--- config.mk ---
export PLATFORM = sky130hd
export DESIGN_NAME = sorted_key_value_table_flat
export DESIGN_NICKNAME = d
export VERILOG_FILES = /design/src/rtl/skvt_pkg.sv /design/src/rtl/skvt_req_if.sv /design/src/rtl/skvt_rsp_if.sv /design/src/rtl/sorted_key_value_table.sv /design/src/rtl/skvt_ctrl.sv /design/src/rtl/skvt_datapath.sv /design/src/flat_wrapper.sv
export SDC_FILE = /design/constraint.sdc
export NUM_CORES = 1
export LEC_CHECK = 0
export ABC_CLOCK_PERIOD_IN_PS = 12800
export BUFFER_PORTS_ARGS = -buffer_cell sky130_fd_sc_hd__buf_2
export CAP_MARGIN = 20
export CORE_MARGIN = 2
export CORE_UTILIZATION = 30
export DETAILED_ROUTE_END_ITERATION = 10
export MAX_ROUTING_LAYER = met4
export PLACE_DENSITY = 0.47
export SYNTH_ARGS = -nofsm -noshare
export SYNTH_HDL_FRONTEND = slang
export SYNTH_SLANG_ARGS = --single-unit
--- constraint.sdc ---
create_clock -name clk -period 12.8 [get_ports clk]
set_input_delay 1.92 -clock clk [delete_from_list [all_inputs] [get_ports clk]]
set_output_delay 1.92 -clock clk [all_outputs]
set_load 0.01 [all_outputs]
--- src/rtl/skvt_pkg.sv ---
package skvt_pkg;

  localparam int CAPACITY   = 16;
  localparam int KEY_BITS   = 16;
  localparam int VALUE_BITS = 16;

  // port field widths
  localparam int MODE_W   = 2;
  localparam int KEY_W    = 16;
  localparam int VALUE_W  = 16;
  localparam int COUNT_W  = 5;
  localparam int STATUS_W = 2;

  localparam int IDX_BITS = (CAPACITY > 1) ? $clog2(CAPACITY) : 1;
  localparam int CNT_BITS = $clog2(CAPACITY + 1);

  typedef logic [KEY_BITS-1:0]   key_t;
  typedef logic [VALUE_BITS-1:0] val_t;
  typedef logic [IDX_BITS-1:0]   idx_t;
  typedef logic [CNT_BITS-1:0]   cnt_t;

  typedef enum logic [MODE_W-1:0] {
    MODE_INSERT  = 2'd0,
    MODE_REM_KEY = 2'd1,
    MODE_REM_VAL = 2'd2,
    MODE_LOOKUP  = 2'd3
  } mode_t;

  typedef enum logic [STATUS_W-1:0] {
    ST_OK        = 2'd0,
    ST_FULL      = 2'd1,
    ST_NOT_FOUND = 2'd2
  } status_t;

  typedef struct packed {
    logic load;
    logic ins_step;
    logic scan_step;
    logic result;
  } dp_cmd_t;

  typedef struct packed {
    logic ins_done;
    logic scan_done;
    logic out_free;
  } dp_stat_t;

endpackage

--- src/rtl/skvt_req_if.sv ---
interface skvt_req_if;
  import skvt_pkg::*;

  logic               valid;
  logic               ready;
  logic [MODE_W-1:0]  mode;
  logic [KEY_W-1:0]   key_in;
  logic [VALUE_W-1:0] value_in;

  modport source (output valid, output mode, output key_in, output value_in, input ready);
  modport sink (input valid, input mode, input key_in, input value_in, output ready);
endinterface

--- src/rtl/skvt_rsp_if.sv ---
interface skvt_rsp_if;
  import skvt_pkg::*;

  logic                valid;
  logic                ready;
  logic                hit;
  logic [VALUE_W-1:0]  value_out;
  logic [COUNT_W-1:0]  removed_count;
  logic [COUNT_W-1:0]  entry_count;
  logic [STATUS_W-1:0] status;

  modport source (
    output valid, output hit, output value_out, output removed_count,
    output entry_count, output status, input ready
  );
  modport sink (
    input valid, input hit, input value_out, input removed_count,
    input entry_count, input status, output ready
  );
endinterface

--- src/rtl/sorted_key_value_table.sv ---
// channel  dir  fields
// req      in   mode, key_in, value_in
// rsp      out  hit, value_out, removed_count, entry_count, status
//
// One request at a time. Insert walks down from the top of the table, one entry a
// cycle; the removals and lookup walk up over every held entry, one a cycle. The
// next request can transfer once the result is in the output register. A finished
// result sits in an output register; a stalled rsp holds only the final step,
// while the next request may already be taken. Reset empties the table.
module sorted_key_value_table (
  input logic        clk,
  input logic        rst,
  skvt_req_if.sink   req,
  skvt_rsp_if.source rsp
);
  import skvt_pkg::*;

  dp_cmd_t  cmd;
  dp_stat_t stat;

  skvt_ctrl u_ctrl (
    .clk       (clk),
    .rst       (rst),
    .req_valid (req.valid),
    .req_mode  (req.mode),
    .req_ready (req.ready),
    .cmd       (cmd),
    .stat      (stat)
  );

  skvt_datapath u_datapath (
    .clk       (clk),
    .rst       (rst),
    .cmd       (cmd),
    .stat      (stat),
    .req_mode  (req.mode),
    .req_key   (req.key_in),
    .req_value (req.value_in),
    .rsp       (rsp)
  );

endmodule

--- src/rtl/skvt_ctrl.sv ---
module skvt_ctrl (
  input  logic                        clk,
  input  logic                        rst,
  input  logic                        req_valid,
  input  logic [skvt_pkg::MODE_W-1:0] req_mode,
  output logic                        req_ready,
  output skvt_pkg::dp_cmd_t           cmd,
  input  skvt_pkg::dp_stat_t          stat
);
  import skvt_pkg::*;

  typedef enum logic [3:0] {
    S_IDLE = 4'b0001,
    S_INS  = 4'b0010,
    S_SCAN = 4'b0100,
    S_FIN  = 4'b1000
  } state_t;

  state_t state, state_next;

  always_ff @(posedge clk) begin
    if (rst) begin
      state <= S_IDLE;
    end else begin
      state <= state_next;
    end
  end

  assign req_ready = (state == S_IDLE);

  always_comb begin
    state_next    = state;
    cmd           = '0;
    case (state)
      S_IDLE: begin
        if (req_valid) begin
          cmd.load   = 1'b1;
          state_next = (mode_t'(req_mode) == MODE_INSERT) ? S_INS : S_SCAN;
        end
      end
      S_INS: begin
        cmd.ins_step = 1'b1;
        if (stat.ins_done) state_next = S_FIN;
      end
      S_SCAN: begin
        cmd.scan_step = 1'b1;
        if (stat.scan_done) state_next = S_FIN;
      end
      S_FIN: begin
        // wait for the output register to drain
        if (stat.out_free) begin
          cmd.result = 1'b1;
          state_next = S_IDLE;
        end
      end
      default: begin
        state_next = S_IDLE;
      end
    endcase
  end

endmodule

--- src/rtl/skvt_datapath.sv ---
module skvt_datapath (
  input  logic                         clk,
  input  logic                         rst,
  input  skvt_pkg::dp_cmd_t            cmd,
  output skvt_pkg::dp_stat_t           stat,
  input  logic [skvt_pkg::MODE_W-1:0]  req_mode,
  input  logic [skvt_pkg::KEY_W-1:0]   req_key,
  input  logic [skvt_pkg::VALUE_W-1:0] req_value,
  skvt_rsp_if.source                   rsp
);
  import skvt_pkg::*;

  key_t  key_mem [CAPACITY];
  val_t  val_mem [CAPACITY];

  cnt_t  fill, rptr, wptr, removed;
  mode_t op;
  key_t  k;
  val_t  v;
  logic  full, found;
  val_t  vcap;

  logic                out_valid;
  logic                out_hit;
  logic [VALUE_W-1:0]  out_value;
  logic [COUNT_W-1:0]  out_removed;
  logic [COUNT_W-1:0]  out_entries;
  status_t             out_status;

  idx_t ridx, pidx, widx;
  key_t rkey, pkey;
  val_t rval, pval;
  logic ins_done, scan_done, drop, lk_hit, compact;

  always_comb begin
    ridx = rptr[IDX_BITS-1:0];
    pidx = ridx - 1'b1;
    widx = wptr[IDX_BITS-1:0];
    rkey = key_mem[ridx];
    rval = val_mem[ridx];
    pkey = key_mem[pidx];
    pval = val_mem[pidx];
    // insert walks down from the top, moving up every entry whose key is not below the new one
    ins_done  = full || (rptr == '0) || (pkey < k);
    scan_done = (rptr == fill);
    drop      = ((op == MODE_REM_VAL) && (rval == v)) ||
                ((op == MODE_REM_KEY) && !found && (rkey == k));
    lk_hit    = (op == MODE_LOOKUP) && !found && (rkey == k);
    compact   = cmd.scan_step && !scan_done && (op != MODE_LOOKUP) && !drop;
  end

  assign stat.ins_done  = ins_done;
  assign stat.scan_done = scan_done;
  assign stat.out_free  = !out_valid || rsp.ready;

  always_ff @(posedge clk) begin
    if (cmd.ins_step) begin
      if (!ins_done) begin
        key_mem[ridx] <= pkey;
        val_mem[ridx] <= pval;
      end else if (!full) begin
        key_mem[ridx] <= k;
        val_mem[ridx] <= v;
      end
    end
    if (compact) begin
      key_mem[widx] <= rkey;
      val_mem[widx] <= rval;
    end
  end

  // request registers
  always_ff @(posedge clk) begin
    if (cmd.load) begin
      op   <= mode_t'(req_mode);
      k    <= key_t'(req_key);
      v    <= val_t'(req_value);
      full <= (fill == cnt_t'(CAPACITY));
    end
    if (cmd.load) begin
      vcap <= '0;
    end else if (cmd.scan_step && !scan_done && lk_hit) begin
      vcap <= rval;
    end
  end

  always_ff @(posedge clk) begin
    if (rst) begin
      fill    <= '0;
      rptr    <= '0;
      wptr    <= '0;
      removed <= '0;
      found   <= 1'b0;
    end else begin
      if (cmd.load) begin
        rptr    <= (mode_t'(req_mode) == MODE_INSERT) ? fill : '0;
        wptr    <= '0;
        removed <= '0;
        found   <= 1'b0;
      end
      if (cmd.ins_step) begin
        if (!ins_done) begin
          rptr <= rptr - 1'b1;
        end else if (!full) begin
          fill <= fill + 1'b1;
        end
      end
      if (cmd.scan_step) begin
        if (!scan_done) begin
          rptr <= rptr + 1'b1;
          if (drop) begin
            removed <= removed + 1'b1;
            found   <= 1'b1;
          end else if (lk_hit) begin
            found <= 1'b1;
          end
          if (compact) wptr <= wptr + 1'b1;
        end else if (op != MODE_LOOKUP) begin
          fill <= wptr;
        end
      end
    end
  end

  // output register
  always_ff @(posedge clk) begin
    if (rst) begin
      out_valid <= 1'b0;
    end else if (cmd.result) begin
      out_valid <= 1'b1;
    end else if (rsp.ready) begin
      out_valid <= 1'b0;
    end
  end

  always_ff @(posedge clk) begin
    if (cmd.result) begin
      out_hit     <= (op != MODE_INSERT) && found;
      out_value   <= VALUE_W'(vcap);
      out_removed <= COUNT_W'(removed);
      out_entries <= COUNT_W'(fill);
      if (op == MODE_INSERT) begin
        out_status <= full ? ST_FULL : ST_OK;
      end else begin
        out_status <= found ? ST_OK : ST_NOT_FOUND;
      end
    end
  end

  assign rsp.valid         = out_valid;
  assign rsp.hit           = out_hit;
  assign rsp.value_out     = out_value;
  assign rsp.removed_count = out_removed;
  assign rsp.entry_count   = out_entries;
  assign rsp.status        = out_status;

endmodule
--- src/flat_wrapper.sv ---
// flat-port wrapper written by rule: the top's interface ports become plain ports
module sorted_key_value_table_flat import skvt_pkg::*;
  (clk, rst, req_valid, req_mode, req_key_in, req_value_in, req_ready, rsp_valid, rsp_hit, rsp_value_out, rsp_removed_count, rsp_entry_count, rsp_status, rsp_ready);
  skvt_req_if req_i ();
  skvt_rsp_if rsp_i ();
  input logic clk;
  input logic rst;
  input wire logic [$bits(req_i.valid)-1:0] req_valid;
  input wire logic [$bits(req_i.mode)-1:0] req_mode;
  input wire logic [$bits(req_i.key_in)-1:0] req_key_in;
  input wire logic [$bits(req_i.value_in)-1:0] req_value_in;
  output wire logic [$bits(req_i.ready)-1:0] req_ready;
  output wire logic [$bits(rsp_i.valid)-1:0] rsp_valid;
  output wire logic [$bits(rsp_i.hit)-1:0] rsp_hit;
  output wire logic [$bits(rsp_i.value_out)-1:0] rsp_value_out;
  output wire logic [$bits(rsp_i.removed_count)-1:0] rsp_removed_count;
  output wire logic [$bits(rsp_i.entry_count)-1:0] rsp_entry_count;
  output wire logic [$bits(rsp_i.status)-1:0] rsp_status;
  input wire logic [$bits(rsp_i.ready)-1:0] rsp_ready;
  assign req_i.valid = req_valid;
  assign req_i.mode = req_mode;
  assign req_i.key_in = req_key_in;
  assign req_i.value_in = req_value_in;
  assign req_ready = req_i.ready;
  assign rsp_valid = rsp_i.valid;
  assign rsp_hit = rsp_i.hit;
  assign rsp_value_out = rsp_i.value_out;
  assign rsp_removed_count = rsp_i.removed_count;
  assign rsp_entry_count = rsp_i.entry_count;
  assign rsp_status = rsp_i.status;
  assign rsp_i.ready = rsp_ready;
  sorted_key_value_table u_core (.clk(clk), .rst(rst), .req(req_i), .rsp(rsp_i));
endmodule
== Word level (Yosys, flattened, before mapping) ==
Memory sizes are Yosys's and may differ from the RTL's. A register that Yosys moved wholly into a read port is not among the register bits.
Cells that the tools add are included.

* Register bits: 106
* Bits in writable memories: 512
* Input bits: 38
* Output and inout bits: 31
* Logic and storage cells: 131
* Memories kept: 2

* Add/sub/neg operators: 6
* Order comparisons: 1
* Equality and inequality tests: 16
* Mux-type cells: 61
* Bitwise operators: 2
* Reduce and logical (&&, ||, !) cells: 26

{| class="wikitable"
|+ Memories
! name !! words !! width !! rd ports !! clocked after Yosys merged registers in !! write ports !! line !! RTL
|-
| u_core.u_datapath.key_mem || 16 || 16 || 2 || 1 || 1 || skvt_datapath.sv:13 || <nowiki>key_t key_mem [CAPACITY];</nowiki>
|-
| u_core.u_datapath.val_mem || 16 || 16 || 2 || 1 || 1 || skvt_datapath.sv:14 || <nowiki>val_t val_mem [CAPACITY];</nowiki>
|}

{| class="wikitable"
|+ Operator list
! kind !! count
|-
| 5-bit 2-to-1 mux || 20
|-
| 16-bit 2-to-1 mux || 4
|-
| 16-bit equality test || 2
|-
| 4-bit 2-to-1 mux || 8
|-
| 16-bit OR reduction || 2
|-
| 1-bit 2-to-1 mux || 25
|-
| 5-bit by 1-bit adder with 5-bit output (second input constant) || 4
|-
| 16-bit less-than comparator || 1
|-
| 4-bit case mux with 4 select lines || 1
|-
| 1-bit logical AND || 10
|-
| 2-bit != test (second input constant) || 4
|-
| 5-bit equality test || 1
|-
| 5-bit equality test (second input constant) || 1
|-
| 5-bit logical NOT || 1
|-
| 5-bit by 1-bit subtractor with 5-bit output (second input constant) || 1
|-
| 2-bit equality test (second input constant) || 2
|-
| 4-bit by 1-bit equality test with 1-bit output (second input constant) || 1
|-
| 4-bit by 2-bit equality test with 1-bit output (second input constant) || 1
|-
| 4-bit by 3-bit equality test with 1-bit output (second input constant) || 1
|-
| 4-bit equality test (second input constant) || 1
|-
| 1-bit logical NOT || 4
|-
| 2-bit logical NOT || 2
|-
| 1-bit logical OR || 4
|-
| 2-bit 2-to-1 mux || 2
|-
| other kinds (7) || 9
|}

== Longest topological paths before layout ==
* Depth in word-level cells: 10
* Depth in mapped cells: 23
* Mapped depth without buffers: 14

== Modules after synthesis ==
Synthesis repeated with hierarchy kept, for this count alone.

* Cells, all modules: 2,387
* Area, all modules: 36,075.8 sq um

{| class="wikitable"
|+ Modules (own cells, without submodules)
! module !! times used !! cells each !! area an instance (sq um) !! sequential area each (sq um)
|-
| skvt_datapath || 1 || 2,361 || 35,823.1 || 18,057.3
|-
| skvt_ctrl || 1 || 26 || 252.7 || 80.1
|}

== Least setup slack after synthesis ==
Ideal clock, no wire load.

* Path kind: reg2reg
* Start point: register u_core.u_datapath.rptr[0]
* End point: memory u_core.u_datapath.key_mem[0][0] (netlist name), enable pin
* Library setup time: 0.511 ns
* Arrival: 6.042 ns
* Data required time: 12.289 ns
* Setup slack: 6.247 ns
* Stages on the path, launching flop included: 12
* Path buffers: 3
* Clock period less this slack: 6.553 ns
* Cells stage by stage: dfxtp_1 -> buf_6 -> buf_4 -> mux4_2 -> mux4_2 -> xnor2_1 -> nand4_1 -> nor4_1 -> nor2_1 -> o21ai_4 -> buf_2 -> o41ai_1

* Cells in the longest elaborated chain, start to end: 9
* Elaborated cells on any way between the ends: 23
* Classes of those cells: add/sub (1); order compare (1); eq/ne (1); mux (10); bitwise (1); reduce/logical (8); memory (1)

{| class="wikitable"
|+ RTL lines
! what !! line !! RTL
|-
| start, declared || skvt_datapath.sv:16 || <nowiki>cnt_t fill, rptr, wptr, removed;</nowiki>
|-
| start signal, assigned || skvt_datapath.sv:96 || <nowiki>rptr <= (mode_t'(req_mode) == MODE_INSERT) ? fill : '0;</nowiki>
|-
| start signal, assigned || skvt_datapath.sv:103 || <nowiki>rptr <= rptr - 1'b1;</nowiki>
|-
| start signal, assigned || skvt_datapath.sv:110 || <nowiki>rptr <= rptr + 1'b1;</nowiki>
|-
| 4-bit by 1-bit subtractor with 4-bit output / 5-bit equality test (equally long branches) || skvt_datapath.sv:37, skvt_datapath.sv:45 ||
|-
| memory 16 x 16 bit / 1-bit logical NOT (equally long branches) || n/a ||
|-
| 16-bit less-than comparator / 1-bit logical AND (equally long branches) || skvt_datapath.sv:44, skvt_datapath.sv:49 ||
|-
| 1-bit logical OR / 1-bit logical AND (equally long branches) || skvt_datapath.sv:44, skvt_datapath.sv:49 ||
|-
| 1-bit 2-to-1 mux / 1-bit logical AND (equally long branches) || skvt_datapath.sv:58, skvt_datapath.sv:49 ||
|-
| 1-bit 2-to-1 mux (on tied branches) || skvt_datapath.sv:57, skvt_datapath.sv:66 ||
|-
| 1-bit 2-to-1 mux (on tied branches) || skvt_datapath.sv:59, skvt_datapath.sv:62, skvt_datapath.sv:67 ||
|-
| 1-bit OR (no line) / 16-bit OR reduction (equally long branches) || n/a ||
|-
| 1-bit 2-to-1 mux (no line) / 4-bit 2-to-1 mux (equally long branches) || n/a ||
|-
| end, declared || skvt_datapath.sv:13 ||
|}

Several ways; a longest one is shown, not always the timed one.

== Final worst setup path ==
* Start point: register u_core.u_datapath.rptr[0]
* End point: memory u_core.u_datapath.val_mem[3][10] (netlist name), data pin

* Cells in the longest elaborated chain, start to end: 9
* Elaborated cells on any way between the ends: 20
* Classes of those cells: add/sub (1); order compare (1); eq/ne (1); mux (7); reduce/logical (8); memory (2)

{| class="wikitable"
|+ RTL lines
! what !! line
|-
| 4-bit by 1-bit subtractor with 4-bit output / 5-bit equality test (equally long branches) || skvt_datapath.sv:37, skvt_datapath.sv:45
|-
| memory 16 x 16 bit / 1-bit logical NOT (equally long branches) || n/a
|-
| 16-bit less-than comparator / 1-bit logical AND (equally long branches) || skvt_datapath.sv:44, skvt_datapath.sv:49
|-
| 1-bit logical OR / 1-bit logical AND (equally long branches) || skvt_datapath.sv:44, skvt_datapath.sv:49
|-
| 1-bit 2-to-1 mux / 1-bit logical AND (equally long branches) || skvt_datapath.sv:58, skvt_datapath.sv:49
|-
| 1-bit 2-to-1 mux (on tied branches) || skvt_datapath.sv:57, skvt_datapath.sv:66
|-
| 1-bit 2-to-1 mux (on tied branches) || skvt_datapath.sv:63, skvt_datapath.sv:68
|-
| 16-bit 2-to-1 mux (no line) / 16-bit OR reduction (equally long branches) || n/a
|-
| 16-bit 2-to-1 mux (no line) (*) || n/a
|-
| end, declared || skvt_datapath.sv:14
|}

Every way passes the cells marked *; elsewhere a longest branch is shown, timed or not.

==> impl_metrics.json <==
{
  "gp_congestion": 0.811,
  "end_kind": "register",
  "start_util_pct": 30.3,
  "maxCapViolations": 0,
  "yosysWarnings": 0,
  "ant_nets": 0,
  "synthCells": 1696,
  "holdWs_ps": 429,
  "worst-endpoint-arrival_ps": 7360,
  "hpwl_um": 53900,
  "cp-startpoint": "u_core.u_datapath.rptr[0]",
  "p_leak_nw": 10.8,
  "clk_pin_slew_worst_paths_ps": 50,
  "num_vias": 17384,
  "synth_xor_area_share_pct": 1.20,
  "finalClockSkew_ps": 26.4,
  "status": "completed",
  "cts_hold_buf": 0,
  "yosys.area_share.adder_pct": 0.882,
  "hp-class": "reg2reg",
  "io_pins": 69,
  "numCtsBuffers": 70,
  "relSlewSlack_pct": 20.7,
  "hold_viol": 0,
  "route.detailed.drc": 0,
  "fill_cells": 9352,
  "drive_above_1_share_pct": 30.4,
  "h-tree-depth": 3,
  "post_drt_wl_per_cell_um": 28.8,
  "diodes": 0,
  "period_share_pct": 55.4,
  "die_y_um": 319,
  "final-max-slew-violation-count": 0,
  "wl_met1_um": 39400,
  "syn_nets": 1755,
  "synth_top_family_by_area": "multiplexers",
  "antenna_found_initial": 0,
  "cts_repair_resize_count": 0,
  "wl_met3_um": 5880,
  "synth_edf_count": 576,
  "setup_viol": 0,
  "tns_ps": 0,
  "powerDensity_mw_per_mm2": 132,
  "clock-root-buffer": "clkbuf_16",
  "firstDrtPassIters": 7,
  "clk-insertion-delay-late_ps": 630,
  "min_from": "u_core.u_datapath.vcap[3]",
  "mostFrequentLayoutCells": "576 x edfxtp_1, 263 x mux4_2, 124 x mux2i_1",
  "viasPerCell": 5.56,
  "grt_max_degree": 116,
  "async_reset_ff_share_pct": 0,
  "grt_pass1_wl_um": 128000,
  "grt_overflow": 0,
  "syn_area_mm2": 0.0298,
  "post_cts_buffers": 0,
  "worstMarginPinSlew_ps": 1190,
  "cts_buffer_depth": 3,
  "first_global_vias": 17246,
  "ys_seq_area_share_pct": 60.9,
  "vdd_drop_max_v": 0.0000729,
  "cp-start-kind": "register",
  "topRoutingLayerUsed": "met4",
  "fin_nets": 1849,
  "cts_sinks": 618,
  "min_period_ps": 7100,
  "dieArea_mm2": 0.102,
  "route.met2.wl_um": 43000,
  "cts_tree": "done",
  "layout_commonest_cell": "edfxtp_1",
  "fp.coreArea_mm2": 0.0984,
  "dieWidth_um": 319,
  "min_path_cells": 0,
  "cp_max_fo": 49,
  "reg2reg_from": "u_core.u_datapath.rptr[0]",
  "syn2layout_area_growth_pct": 14.4,
  "routed_wl_um": 90000,
  "first_iter_violations": 1697,
  "yosys.area_share.simple_pct": 4.30,
  "synth_cell_types": 78,
  "syn_avg_cell_area_um2": 17.6,
  "reg2regPathDepth": 15,
  "grt_usage_pct": 18.0,
  "grt_setup_unrepaired": "false",
  "crit_required_ps": 13070,
  "synthFlopType": "edfxtp_1",
  "fp-row-count": 115,
  "synth.area.mux_share_pct": 25.5,
  "port_buffers": 68,
  "synth-seq-cells": 618,
  "synth_compound_area_share_pct": 4.65,
  "path_class": "reg2reg",
  "max_freq_mhz": 141
}
-- routing by layer --
| metal | global-route usage [%] | vias to the layer above |
|---|---|---|
| met5 | - | - |
| met4 | 4.33 | 0 |
| met3 | 2.95 | 119 |
| met2 | 28.4 | 673 |
| met1 | 24.3 | 9311 |
| li1 | - | 7281 |
-- sequential cells by signal (all words and copies together), names as in the netlist, 16 cells and up --
signal / flops
u_core.u_datapath.k: 16
u_core.u_datapath.key_mem: 256
u_core.u_datapath.rsp.value_out: 16
u_core.u_datapath.v: 16
u_core.u_datapath.val_mem: 256
u_core.u_datapath.vcap: 16
-- power breakdown --
part | switching (W) | total, W | internal (W)
logic | 0.000186 | 0.000294 | 0.000109
clock network | 0.000805 | 0.00191 | 0.00111
registers | 0.0000340 | 0.00229 | 0.00225
-- final timing paths --
path / end / slack (ps)
setup / recovery: u_core.u_datapath.val_mem[3][10] / 5700
hold reg to reg: u_core.u_datapath.rsp.value_out[3] / 430
setup reg to reg: u_core.u_datapath.val_mem[3][10] / 5700
hold / removal: u_core.u_datapath.rsp.value_out[3] / 430
-- stage by stage --
stage / setup WS (ps) / power, W / cells / utilization, % / instance area (um^2)
2_1_floorplan: 6250 / 0.00250 / 1696 / - / 29800
3_3_place_gp: 5680 / 0.00262 / 2983 / 32.3 / 31800
3_5_place_dp: 5580 / 0.00262 / 2983 / 32.3 / 31800
4_1_cts: 5540 / 0.00454 / 3106 / 34.5 / 33900
5_1_grt: 5210 / 0.00465 / 3128 / 34.6 / 34100
6_report: 5700 / 0.00450 / 3128 / 34.6 / 34100
-- cell families after synthesis --
family / count (synthesis)
AND/OR/NAND/NOR: 249
adder cells (fa/ha/maj): 21
XOR/XNOR: 40
flip-flops: 618
AO/OA/AOI/OAI: 190
multiplexers: 425
buffers and inverters: 153
-- worst max-delay path, cell delays in order (launching register included) --
cell and delay, ps:
dfxtp_4 710, clkinv_1 420, ha_4 720, buf_4 710, mux4_2 420, mux4_2 500
ha_1 360, nand4_1 120, a211o_1 290, a211oi_1 250, o21ai_1 140, o211a_1 210
o31ai_4 240, buf_4 520, mux2i_1 150, mux2i_1 830
-- final cells by class --
| type | instances | area [um^2] | area share [%] |
|---|---|---|---|
| Sequential cell | 618 | 18100 | 53.2 |
| Tap cell | 1287 | 1610 | 4.72 |
| Clock inverter | 25 | 223 | 0.653 |
| Inverter | 41 | 154 | 0.451 |
| Timing Repair Buffer | 134 | 861 | 2.53 |
| Clock buffer | 98 | 1920 | 5.63 |
| Multi-Input combinational cell | 925 | 11200 | 32.8 |
-- synth_stat cells (6+ instances only) --
master,number,area [um^2]
a22oi_1,20,150
buf_4,18,135
or3_1,8,50.1
a31oi_1,11,68.8
buf_6,12,135
inv_1,37,139
edfxtp_1,576,17300
a21o_1,8,60.1
ha_1,21,263
clkbuf_1,43,161
nand3b_1,6,45.0
nand3_1,24,120
buf_2,22,110
o22ai_1,8,50.1
xor2_1,10,87.6
mux2_2,29,327
xnor2_1,29,254
mux2i_1,124,1240
dfxtp_1,42,841
mux2_1,7,78.8
o211ai_1,14,105
o32ai_1,13,114
a21oi_1,35,175
nand2_1,71,267
a221oi_1,6,52.6
nor3_1,17,85.1
mux4_2,263,5920
and3_1,8,50.1
nand2b_1,10,62.6
nand4_1,15,93.8
o21ai_0,16,80.1
nor2_1,45,169
a211oi_1,8,60.1
nor2b_1,10,62.6
buf_1,16,60.1
(Power assumes the default switching activity.)
